[src/rtl/i2cmrr_pkg.sv]
// Shared types and codes for the two-wire register read master.
`default_nettype none

package i2cmrr_pkg;

   typedef enum logic [1:0] {
      CMD_TICK      = 2'd0,
      CMD_READ_REG  = 2'd1,
      CMD_READ_BYTE = 2'd2,
      CMD_STOP      = 2'd3
   } cmd_type;

   typedef enum logic [2:0] {
      ST_OK         = 3'd0,
      ST_ADDRW_NACK = 3'd1,
      ST_REG_NACK   = 3'd2,
      ST_ADDRR_NACK = 3'd3,
      ST_BUSY       = 3'd4
   } status_type;

   typedef enum logic [3:0] {
      STG_IDLE    = 4'd0,
      STG_START1  = 4'd1,
      STG_ADDRW   = 4'd2,
      STG_ACKW    = 4'd3,
      STG_REG     = 4'd4,
      STG_ACKREG  = 4'd5,
      STG_START2  = 4'd6,
      STG_ADDRR   = 4'd7,
      STG_ACKR    = 4'd8,
      STG_READ    = 4'd9,
      STG_ACKOUT  = 4'd10,
      STG_STOP    = 4'd11,
      STG_STOP_NW = 4'd12,
      STG_STOP_NR = 4'd13
   } stage_type;

   localparam int BYTE_BITS = 8;

   typedef struct packed {
      cmd_type    cmd;
      logic [6:0] dev_addr;
      logic [7:0] reg_addr;
      logic       send_nack;
      logic       sda_in;
   } req_item_type;

   typedef struct packed {
      logic       scl_out;
      logic       sda_out;
      logic       busy_res;
      logic       done_res;
      status_type status;
      logic [7:0] read_data;
   } rsp_item_type;

endpackage

`default_nettype wire

[src/rtl/i2cmrr_if.sv]
// Valid/ready channel interfaces for request and response words.
`default_nettype none

interface i2cmrr_req_if;
   import i2cmrr_pkg::*;
   logic         valid;
   logic         ready;
   req_item_type data;
   modport source (output valid, output data, input ready);
   modport sink (input valid, input data, output ready);
endinterface

interface i2cmrr_rsp_if;
   import i2cmrr_pkg::*;
   logic         valid;
   logic         ready;
   rsp_item_type data;
   modport source (output valid, output data, input ready);
   modport sink (input valid, input data, output ready);
endinterface

`default_nettype wire

[src/rtl/i2cmrr_core.sv]
// Bus sequencer state and the per-tick step logic.
`default_nettype none

module i2cmrr_core (
   input  wire logic                    clock,
   input  wire logic                    reset,
   input  wire logic                    step_en,
   input  wire i2cmrr_pkg::req_item_type item,
   output i2cmrr_pkg::rsp_item_type     result
);
   import i2cmrr_pkg::*;

   stage_type  stage_ff, stage_in;
   logic [1:0] phase_ff, phase_in;
   logic [3:0] bit_count_ff, bit_count_in;
   logic [6:0] dev_ff, dev_in;
   logic [7:0] reg_ff, reg_in;
   logic [7:0] shift_ff, shift_in;
   logic       nack_ff, nack_in;
   logic       scl_level_ff, scl_level_in;
   logic       sda_level_ff, sda_level_in;

   stage_type  cur_stage;
   logic [1:0] cur_phase;
   logic       rejected;
   logic       done;
   status_type status;
   logic [7:0] rd;
   logic [7:0] send_byte;
   logic [2:0] send_idx;
   logic       send_bit;
   logic [3:0] bit_inc;

   always_comb begin
      cur_stage    = stage_ff;
      cur_phase    = phase_ff;
      bit_count_in = bit_count_ff;
      dev_in       = dev_ff;
      reg_in       = reg_ff;
      shift_in     = shift_ff;
      nack_in      = nack_ff;
      scl_level_in = scl_level_ff;
      sda_level_in = sda_level_ff;
      rejected     = 1'b0;
      done         = 1'b0;
      status       = ST_OK;
      rd           = '0;

      // A command is taken only while idle and starts driving on the same tick.
      if (cur_stage == STG_IDLE) begin
         case (item.cmd)
            CMD_READ_REG: begin
               dev_in       = item.dev_addr;
               reg_in       = item.reg_addr;
               bit_count_in = '0;
               cur_stage    = STG_START1;
               cur_phase    = sda_level_ff ? 2'd1 : 2'd0;
            end
            CMD_READ_BYTE: begin
               nack_in      = item.send_nack;
               shift_in     = '0;
               bit_count_in = '0;
               cur_stage    = STG_READ;
               cur_phase    = 2'd0;
            end
            CMD_STOP: begin
               cur_stage = STG_STOP;
               cur_phase = 2'd0;
            end
            CMD_TICK: ;
         endcase
      end else if (item.cmd != CMD_TICK) begin
         rejected = 1'b1;
      end

      stage_in = cur_stage;
      phase_in = cur_phase;

      case (cur_stage)
         STG_ADDRW: send_byte = {dev_in, 1'b0};
         STG_ADDRR: send_byte = {dev_in, 1'b1};
         STG_REG:   send_byte = reg_in;
         default:   send_byte = {nack_in, 7'b0};
      endcase
      send_idx = 3'd7 - bit_count_in[2:0];
      send_bit = send_byte[send_idx];
      bit_inc  = bit_count_in + 4'd1;

      unique case (cur_stage)
         STG_START1, STG_START2: begin
            if (cur_phase == 2'd0) begin
               scl_level_in = 1'b0;
               sda_level_in = 1'b1;
               phase_in     = 2'd1;
            end else if (cur_phase == 2'd1) begin
               scl_level_in = 1'b1;
               sda_level_in = 1'b1;
               phase_in     = 2'd2;
            end else begin
               scl_level_in = 1'b1;
               sda_level_in = 1'b0;
               bit_count_in = '0;
               stage_in     = (cur_stage == STG_START1) ? STG_ADDRW : STG_ADDRR;
               phase_in     = 2'd0;
            end
         end
         STG_ADDRW, STG_REG, STG_ADDRR, STG_ACKOUT: begin
            if (cur_phase == 2'd0) begin
               scl_level_in = 1'b0;
               sda_level_in = sda_level_ff;
               phase_in     = 2'd1;
            end else if (cur_phase == 2'd1) begin
               scl_level_in = 1'b0;
               sda_level_in = send_bit;
               phase_in     = 2'd2;
            end else begin
               scl_level_in = 1'b1;
               sda_level_in = send_bit;
               bit_count_in = bit_inc;
               phase_in     = 2'd0;
               if (cur_stage == STG_ACKOUT) begin
                  done         = 1'b1;
                  rd           = shift_in;
                  stage_in     = STG_IDLE;
                  bit_count_in = '0;
               end else if (bit_inc >= 4'(BYTE_BITS)) begin
                  bit_count_in = '0;
                  if (cur_stage == STG_ADDRW) begin
                     stage_in = STG_ACKW;
                  end else if (cur_stage == STG_REG) begin
                     stage_in = STG_ACKREG;
                  end else begin
                     stage_in = STG_ACKR;
                  end
               end
            end
         end
         STG_ACKW, STG_ACKREG, STG_ACKR, STG_READ: begin
            if (cur_phase == 2'd0) begin
               scl_level_in = 1'b0;
               sda_level_in = 1'b1;
               phase_in     = 2'd1;
            end else begin
               scl_level_in = 1'b1;
               sda_level_in = 1'b1;
               phase_in     = 2'd0;
               if (cur_stage == STG_READ) begin
                  shift_in     = {shift_in[6:0], item.sda_in};
                  bit_count_in = bit_inc;
                  if (bit_inc >= 4'(BYTE_BITS)) begin
                     bit_count_in = '0;
                     stage_in     = STG_ACKOUT;
                  end
               end else if (cur_stage == STG_ACKW) begin
                  stage_in = item.sda_in ? STG_STOP_NW : STG_REG;
               end else if (cur_stage == STG_ACKREG) begin
                  // A register NACK ends the command at once without a stop.
                  if (item.sda_in) begin
                     done     = 1'b1;
                     status   = ST_REG_NACK;
                     stage_in = STG_IDLE;
                  end else begin
                     stage_in = STG_START2;
                  end
               end else begin
                  if (item.sda_in) begin
                     stage_in = STG_STOP_NR;
                  end else begin
                     done     = 1'b1;
                     stage_in = STG_IDLE;
                  end
               end
            end
         end
         STG_STOP, STG_STOP_NW, STG_STOP_NR: begin
            if (cur_phase == 2'd0) begin
               scl_level_in = 1'b0;
               sda_level_in = 1'b0;
               phase_in     = 2'd1;
            end else if (cur_phase == 2'd1) begin
               scl_level_in = 1'b1;
               sda_level_in = 1'b0;
               phase_in     = 2'd2;
            end else begin
               scl_level_in = 1'b1;
               sda_level_in = 1'b1;
               done         = 1'b1;
               if (cur_stage == STG_STOP_NW) begin
                  status = ST_ADDRW_NACK;
               end else if (cur_stage == STG_STOP_NR) begin
                  status = ST_ADDRR_NACK;
               end else begin
                  status = ST_OK;
               end
               stage_in = STG_IDLE;
               phase_in = 2'd0;
            end
         end
         STG_IDLE: ;
         default: begin
            stage_in = STG_IDLE;
            phase_in = 2'd0;
         end
      endcase

      if (!done && rejected) begin
         status = ST_BUSY;
      end

      result.scl_out   = scl_level_in;
      result.sda_out   = sda_level_in;
      result.busy_res  = (stage_in != STG_IDLE);
      result.done_res  = done;
      result.status    = status;
      result.read_data = rd;
   end

   always_ff @(posedge clock) begin
      if (reset) begin
         stage_ff     <= STG_IDLE;
         phase_ff     <= 2'd0;
         bit_count_ff <= '0;
         dev_ff       <= '0;
         reg_ff       <= '0;
         shift_ff     <= '0;
         nack_ff      <= 1'b0;
         scl_level_ff <= 1'b1;
         sda_level_ff <= 1'b1;
      end else if (step_en) begin
         stage_ff     <= stage_in;
         phase_ff     <= phase_in;
         bit_count_ff <= bit_count_in;
         dev_ff       <= dev_in;
         reg_ff       <= reg_in;
         shift_ff     <= shift_in;
         nack_ff      <= nack_in;
         scl_level_ff <= scl_level_in;
         sda_level_ff <= sda_level_in;
      end
   end

endmodule

`default_nettype wire

[src/rtl/i2c_master_register_read_unit.sv]
// A request word is held in the input register, then stepped; its response word is held in the output register.
// Throughput: one word per cycle while the response side takes words; the input register feeds the step logic directly.
// The output register frees the input side while a response waits to be taken.
// Reset (synchronous): both stages empty, sequencer idle, SCL and SDA released high.
`default_nettype none

module i2c_master_register_read_unit (
   input wire logic       clock,
   input wire logic       reset,
   i2cmrr_req_if.sink     req_chan,
   i2cmrr_rsp_if.source   rsp_chan
);
   import i2cmrr_pkg::*;

   logic         in_valid_ff, in_valid_in;
   req_item_type in_item_ff;
   logic         out_valid_ff, out_valid_in;
   rsp_item_type out_item_ff;
   rsp_item_type step_result;
   logic         out_free;
   logic         step;
   logic         req_fire;

   assign out_free       = !out_valid_ff || rsp_chan.ready;
   assign step           = in_valid_ff && out_free;
   assign req_chan.ready = !in_valid_ff || out_free;
   assign req_fire       = req_chan.valid && req_chan.ready;
   assign in_valid_in    = req_fire || (in_valid_ff && !step);
   assign out_valid_in   = step || (out_valid_ff && !rsp_chan.ready);

   i2cmrr_core u_core (
      .clock   (clock),
      .reset   (reset),
      .step_en (step),
      .item    (in_item_ff),
      .result  (step_result)
   );

   always_ff @(posedge clock) begin
      if (reset) begin
         in_valid_ff  <= 1'b0;
         out_valid_ff <= 1'b0;
      end else begin
         in_valid_ff  <= in_valid_in;
         out_valid_ff <= out_valid_in;
      end
   end

   always_ff @(posedge clock) begin
      if (req_fire) begin
         in_item_ff <= req_chan.data;
      end
      if (step) begin
         out_item_ff <= step_result;
      end
   end

   assign rsp_chan.valid = out_valid_ff;
   assign rsp_chan.data  = out_item_ff;

endmodule

`default_nettype wire

[src/flat_wrapper.sv]
// flat-port wrapper written by rule: the top's interface ports become plain ports
module i2c_master_register_read_unit_flat import i2cmrr_pkg::*;
  (clock, reset, req_chan_valid, req_chan_data, req_chan_ready, rsp_chan_valid, rsp_chan_data, rsp_chan_ready);
  i2cmrr_req_if req_chan_i ();
  i2cmrr_rsp_if rsp_chan_i ();
  input wire logic clock;
  input wire logic reset;
  input wire logic [$bits(req_chan_i.valid)-1:0] req_chan_valid;
  input wire logic [$bits(req_chan_i.data)-1:0] req_chan_data;
  output wire logic [$bits(req_chan_i.ready)-1:0] req_chan_ready;
  output wire logic [$bits(rsp_chan_i.valid)-1:0] rsp_chan_valid;
  output wire logic [$bits(rsp_chan_i.data)-1:0] rsp_chan_data;
  input wire logic [$bits(rsp_chan_i.ready)-1:0] rsp_chan_ready;
  assign req_chan_i.valid = req_chan_valid;
  assign req_chan_i.data = req_chan_data;
  assign req_chan_ready = req_chan_i.ready;
  assign rsp_chan_valid = rsp_chan_i.valid;
  assign rsp_chan_data = rsp_chan_i.data;
  assign rsp_chan_i.ready = rsp_chan_ready;
  i2c_master_register_read_unit u_core (.clock(clock), .reset(reset), .req_chan(req_chan_i), .rsp_chan(rsp_chan_i));
endmodule
[config.mk]
export PLATFORM = sky130hd
export DESIGN_NAME = i2c_master_register_read_unit_flat
export DESIGN_NICKNAME = d
export VERILOG_FILES = /design/src/rtl/i2cmrr_pkg.sv /design/src/rtl/i2cmrr_if.sv /design/src/rtl/i2cmrr_core.sv /design/src/rtl/i2c_master_register_read_unit.sv /design/src/flat_wrapper.sv
export SDC_FILE = /design/constraint.sdc
export NUM_CORES = 1
export LEC_CHECK = 0
export BUFFER_PORTS_ARGS = -buffer_cell sky130_fd_sc_hd__buf_2
export CORE_ASPECT_RATIO = 1.25
export CORE_MARGIN = 2
export CORE_UTILIZATION = 53
export CTS_CLUSTER_SIZE = 24
export DETAILED_ROUTE_END_ITERATION = 10
export PLACE_DENSITY = 0.82
export SLEW_MARGIN = 20
export SYNTH_ARGS = -nofsm -noshare
export SYNTH_HDL_FRONTEND = slang
export SYNTH_HIERARCHICAL = 1
export SYNTH_SLANG_ARGS = --single-unit
[constraint.sdc]
create_clock -name clock -period 2.5 [get_ports clock]
set_clock_uncertainty 0.1 [all_clocks]
set_input_delay 0 -clock clock [delete_from_list [all_inputs] [get_ports clock]]
set_output_delay 0 -clock clock [all_outputs]
set_load 0.01 [all_outputs]
# --- After elaboration in Yosys (flattened, before gate mapping) ---
# Index checks and enable logic that the tools add are counted.
classes:
  bitwise_logic: 2
  div: 0
  n_addsub: 2
  n_reduce_logical: 28
  mux: 84
  mul: 0
  shifts: 0
  magnitude_cmp: 2
  n_eq_ne: 17
op_table:
  columns: ["operator", "n"]
  rows:
  - ["$mux W4", 28]
  - ["$mux W8", 7]
  - ["$eq A4 B4 Y1 const B", 6]
  - ["$mux W2", 12]
  - ["$pmux W4 S3", 2]
  - ["$pmux W8 S3", 1]
  - ["$mux W1", 22]
  - ["$pmux W4 S5", 1]
  - ["$reduce_or A9 Y1", 2]
  - ["$eq A4 B3 Y1 const B", 4]
  - ["$mux W7", 2]
  - ["$reduce_or A4 Y1", 3]
  - ["$eq A4 B2 Y1 const B", 2]
  - ["$logic_not A4 Y1", 2]
  - ["$pmux W2 S2", 2]
  - ["$mux W3", 2]
  - ["$pmux W2 S3", 1]
  - ["$reduce_or A2 Y1", 3]
  - ["$logic_and A1 B1 Y1", 5]
  - ["$logic_not A1 Y1", 5]
  - ["$add A4 B1 Y4 const B", 1]
  - ["$eq A2 B1 Y1 const B", 2]
  - ["$eq A2 B2 Y1 const B", 2]
  - ["$eq A4 B1 Y1 const B", 1]
  - ["other kinds (13)", 17]
word_totals:
  out_inout_bits: 17
  memories: 0
  mem_bits_rw: 0
  reg_bits: 72
  inputBits: 23
  mem_bits_ro: 0
  latchBits: 0

# --- Logic depth before layout (Yosys ltp) ---
depth:
  depth_word: 12
  mapped_depth: 10
  depth_no_buf: 9

# --- Cells and area by module ---
# The synthesis kept the hierarchy.
by_module_without_submodules:
  columns: ["module", "area_each_um2", "cells_per_inst", "seq_area_each_um2", "instances"]
  rows:
  - ["i2cmrr_core", 2713.9, 364, 720.7, 1]
  - ["i2c_master_register_read_unit", 1124.8, 44, 1061.0, 1]

# --- Worst setup path before layout ---
# Ideal clock, no wire load.
synth_path:
  path_type: "register -> register"
  startpoint: "reg u_core/in_item_ff[17] (netlist name)"
  endpoint: "reg u_core.out_item_ff, in the netlist u_core/rsp_chan.data[12], data pin"
  path_slack_ps: -24
  required_time_ps: 2124
  path_stages_with_launch: 10
  n_path_buf: 1
  setup_ps: 276
  t_arrival_ps: 2148
  synth_period_minus_slack_ps: 2524
  path_cell_list: "edfxtp_1 > inv_1 > ha_1 > buf_6 > nor4b_1 > a22oi_1 > nor2b_1 > o311a_1 > nor4_1 > nand4_1"
synth_lines:
  columns: ["element", "line_no", "text"]
  rows:
  - ["from (decl)", "i2c_master_register_read_unit.sv:16", "req_item_type in_item_ff;"]
  - ["from (signal assigned)", "i2c_master_register_read_unit.sv:51", "in_item_ff <= req_chan.data;"]
  - ["to (signal assigned)", "i2c_master_register_read_unit.sv:54", "out_item_ff <= step_result;"]
  - ["to (decl)", "i2c_master_register_read_unit.sv:18", "rsp_item_type out_item_ff;"]

# --- Worst setup path in the final report ---
layout_path:
  startpoint: "reg u_core.u_core.stage_ff[2]"
  endpoint: "reg u_core.u_core.bit_count_ff[2]"
layout_via:
  elab_chain_len: 9
  word_cells_on_any_way: 31
layout_lines:
  columns: ["element", "line_no", "text"]
  rows:
  - ["from (decl)", "i2cmrr_core.sv:13", "stage_type stage_ff, stage_in;"]
  - ["from (signal assigned)", "i2cmrr_core.sv:230", "stage_ff <= stage_in;"]
  - ["$logic_not A4 Y1", "i2cmrr_core.sv:50", "if (cur_stage == STG_IDLE) begin"]
  - ["$mux W4", "i2cmrr_core.sv:50", null]
  - ["$add A4 B1 Y4", "i2cmrr_core.sv:87", "bit_inc = bit_count_in + 4'd1;"]
  - ["$ge A4 B4 Y1", "i2cmrr_core.sv:126, i2cmrr_core.sv:150", null]
  - ["$mux W4", "i2cmrr_core.sv:126, i2cmrr_core.sv:150", null]
  - ["$mux W4", "i2cmrr_core.sv:121", "if (cur_stage == STG_ACKOUT) begin"]
  - ["$mux W4", "i2cmrr_core.sv:112", "end else if (cur_phase == 2'd1) begin"]
  - ["$mux W4", "i2cmrr_core.sv:108", "if (cur_phase == 2'd0) begin"]
  - ["$pmux W4 S3 *", "i2cmrr_core.sv:89", "unique case (cur_stage)"]
  - ["to (signal assigned)", "i2cmrr_core.sv:232", "bit_count_ff <= bit_count_in;"]
  - ["to (decl)", "i2cmrr_core.sv:15", "logic [3:0] bit_count_ff, bit_count_in;"]
# Every way passes the cells marked *; elsewhere a longest branch is shown, timed or not.
# A chain may end at the register's enable or synchronous reset.

==> run_results.csv <==
group,metric,value,unit
outcome,status,"finished, violations left",
outcome,violations,"setup timing",
hold_path,hp-start,"req_chan_data[6]",
sta,finalCriticalPeriod,2.50,ns
worst_setup_path,crit_chain,"buf_4, or4_4, o21ai_2, buf_4, inv_1, ha_1, and3_1, o21ai_0, o21ai_1",
yosys,async_flop_share,0,
run,drv_cap,0,
cts,cts_tree,"done",
hold_path,min_delay_worst_endpoint,"u_core/in_item_ff[6]",
global_routing,track_usage,0.355,
route,first_pass_iters,6,
placement,dp_hpwl,9.08,mm
worst_setup_path,max_stage_delay,0.59,ns
worst_setup_path,reg2reg_depth,9,
power_and_ir_drop,switching_share,0.317,
yosys,ys_ff_latch,72,
worst_setup_path,endpoint_kind,"register",
final_layout,fill_cells,447,
sta,slew_headroom,0.507,
hold_path,hold_depth,2,
power_and_ir_drop,pwr-share-clk,0.307,
worst_setup_path,critPathMostFrequentCell,"buf_4",
sta,rsz0062_at_grt,"true",
route,ant_nets,0,
worst_setup_path,reg2reg_from,"u_core/u_core/stage_ff[2]",
floorplanning,die_w,80.1,um
floorplanning,ios,40,
sta,setup_viol,1,
worst_setup_path,critPathKind,"reg -> reg",
floorplanning,initial_core_util,0.550,
final_layout,areaGrowthSynthToFinish,40.5,%
power_and_ir_drop,p_int,2.21,mW
floorplanning,die_h,99.2,um
placement,io_buffers,39,
cts,htreeDepth,3,
placement,dp_slack,-0.267,ns
floorplanning,dieArea,7940,sq um
route,routedWlPerCell,21.1,um
worst_setup_path,reg2reg_slack,-0.001,ns
final_layout,final_util,0.773,
global_routing,grt_overflow,0,
sta,whs,0.236,ns
cts,cts_buffers,9,
yosys,postSynthCellCount,408,
cts,path_clk_slew,0.09,ns
final_layout,final_layout_size_suffix_gt1_frac,0.361,
worst_setup_path,crit_buf_inv,3,
cts,cts-root-buf,"clkbuf_8",
sta,period_share,1.00,
global_routing,grt_pass1_wl,21.0,mm
route,first_iter_violations,384,
power_and_ir_drop,powerDensity,600,nW/um^2
route,remaining_drc_errors,0,
worst_setup_path,cp.required,2.65,ns
sta,setup_ws,-0.00101,ns
power_and_ir_drop,seq_power_share,0.411,
cts,cts.sinks,72,
floorplanning,coreArea,6980,sq um
yosys,synth_edf_count,34,
power_and_ir_drop,p_leak,2.21,nW
sta,fmaxAchievable,400,MHz
final_layout,final_area,5400,sq um
global_routing,grt_pass1_vias,3940,
cts,clock_path_buffers,2,
hold_path,hold_class,"in -> reg",
yosys,syn-num-nets,440,
worst_setup_path,arrival,2.65,ns
placement,placed_cell_area,4680,sq um
yosys,netlist-cell-type-count,72,
sta,hold_viol,0,
global_routing,grt_antenna_before_repair,0,
route,routed_wl,13.7,mm
cts,insertion_delay,0.37,ns
worst_setup_path,path_depth,9,
worst_setup_path,worstPathMaxFanout,9,
yosys,ys.flop_type,"dfxtp_1",
worst_setup_path,cp_slowest_cell,"or4_4",
worst_setup_path,r2r-end,"u_core/u_core/bit_count_ff[2]",
worst_setup_path,worstSetupStartpointType,"register",
power_and_ir_drop,switchingPower,1.03,mW
sta,maxSlewViolCount,0,
power_and_ir_drop,power.total,3.24,mW
placement,place_congestion,0.973,
yosys,synth_area,3840,sq um
power_and_ir_drop,pwr-share-comb,0.282,
sta,worst_slew_pin_slew,0.737,ns
final_layout,fin_nets,584,
floorplanning,num_rows,34,
yosys,seq_area_frac_synth,0.464,
route,avgViaCountPerCell,6.19,
route,vias,4008,
yosys,synth_area_per_cell,9.41,sq um
power_and_ir_drop,max-vdd-ir-drop,0.000576,V
global_routing,grt_max_degree,27,
worst_setup_path,cp_top_family,"simple AND/OR/NAND/NOR gates",
yosys,synth-warning-count,6,
final_layout,diodes,0,
[sequential cells by signal, summed over array words and instances (netlist names)]
name / count
u_core/u_core/shift_ff: 8
u_core/u_core/stage_ff: 4
u_core/rsp_chan.valid: 1
u_core/u_core/reg_ff: 8
u_core/u_core/scl_level_ff: 1
u_core/in_item_ff: 19
u_core/u_core/nack_ff: 1
u_core/rsp_chan.data: 15
u_core/in_valid_ff: 1
u_core/u_core/sda_level_ff: 1
u_core/u_core/bit_count_ff: 4
u_core/u_core/dev_ff: 7
u_core/u_core/phase_ff: 2
[power groups by stage]
| stage | logic (mW) | clock network, mW | registers (mW) |
|---|---|---|---|
| after floorplan | 0.394 | 0 | 1.35 |
| after global placement | 0.728 | 0 | 1.35 |
| after CTS | 0.801 | 0.983 | 1.33 |
| final | 0.913 | 0.992 | 1.33 |
| after detailed placement | 0.726 | 0 | 1.35 |
| after global routing | 0.953 | 1.03 | 1.34 |
[how the worst max path moves through the flow]
stage,from,endpoint,slack (ns)
after floorplan,u_core/in_item_ff[17],u_core/rsp_chan.data[12],0.08
after global placement,u_core/u_core/stage_ff[1],u_core/rsp_chan.data[12],-0.27
after detailed placement,u_core/in_item_ff[17],u_core/rsp_chan.data[12],-0.27
after CTS,u_core/in_item_ff[17],u_core/u_core/stage_ff[1],0.0001
after global routing,u_core/in_item_ff[17],u_core/rsp_chan.data[12],-0.05
final,u_core/u_core/stage_ff[2],u_core/u_core/bit_count_ff[2],-0.001
[worst reg2reg max path, cell delays in order (launching register included)]
cell and delay [ns]:
dfxtp_4 0.39, buf_4 0.18, or4_4 0.59, o21ai_2 0.21, buf_4 0.17, inv_1 0.07
ha_1 0.22, and3_1 0.17, o21ai_0 0.19, o21ai_1 0.09
[Yosys cell counts, drive strengths merged, types with 9 or more instances]
library cell,count,area [sq um]
nand3,10,50.1
and2,15,97.6
inv,17,63.8
nor2,32,120
ha,9,113
a21oi,33,169
o21ai,16,91.3
buf,15,103
nand2,51,191
clkbuf,12,45.0
a22oi,10,75.1
dfxtp,38,761
edfxtp,34,1020
[timing repair]
item,CTS,global route
hold buffers,23,0
pin swaps,2,12
endpoints found under the setup margin,13,20
buffers inserted,4,6
hold endpoints to repair,34,0
resized for setup,17,33
[cell usage in the layout, fill, tap and decap left out, drive strengths merged, types with 5 or more instances in the layout]
master       count
nor2            32
inv             18
dfxtp           38
edfxtp          34
nor3             7
nor2b            7
nand2b           6
nand3           10
clkbuf          10
and2            15
ha               9
mux2i            5
o21ai           16
a21oi           33
a22oi           10
dlygate4sd3     23
nand4            5
and3             6
nand2           51
buf            137
[cell families (layout without fill, tap and decap cells)]
| family | Yosys count | count (layout) | synth area share |
|---|---|---|---|
| mux | 6 | 6 | 0.0160 |
| flops | 72 | 72 | 0.464 |
| simple gates | 158 | 158 | 0.214 |
| compound gates | 115 | 115 | 0.211 |
| xor+xnor | 4 | 4 | 0.0111 |
| buf+inv | 44 | 193 | 0.0551 |
| fa+ha+maj | 9 | 9 | 0.0293 |
[metrics by stage]
step	std cells	setup TNS, ns
after floorplan	408	0
after global placement	598	-0.415
after detailed placement	598	-0.984
after CTS	641	0
after global routing	647	-0.170
final	647	-0.00101
[cell type report]
cell class,instances,area (sq um),share of cell area
inverters,17,63.8,0.0118
well taps,90,113,0.0209
clock inverters,6,67.6,0.0125
clock buffers,10,138,0.0255
repair buffers,160,1170,0.218
flip-flops and latches,72,1790,0.332
multi-input cells,292,2050,0.380
[layer usage]
| layer | GRT usage | vias to the layer above | wire length [um] |
|---|---|---|---|
| li1 | - | 1777 | - |
| met1 | 0.408 | 1917 | 5090 |
| met2 | 0.615 | 238 | 6860 |
| met3 | 0.0653 | 76 | 875 |
| met4 | 0.197 | 0 | 823 |
| met5 | 0 | - | 0 |
No activity file was read; power rests on OpenSTA's default activity.
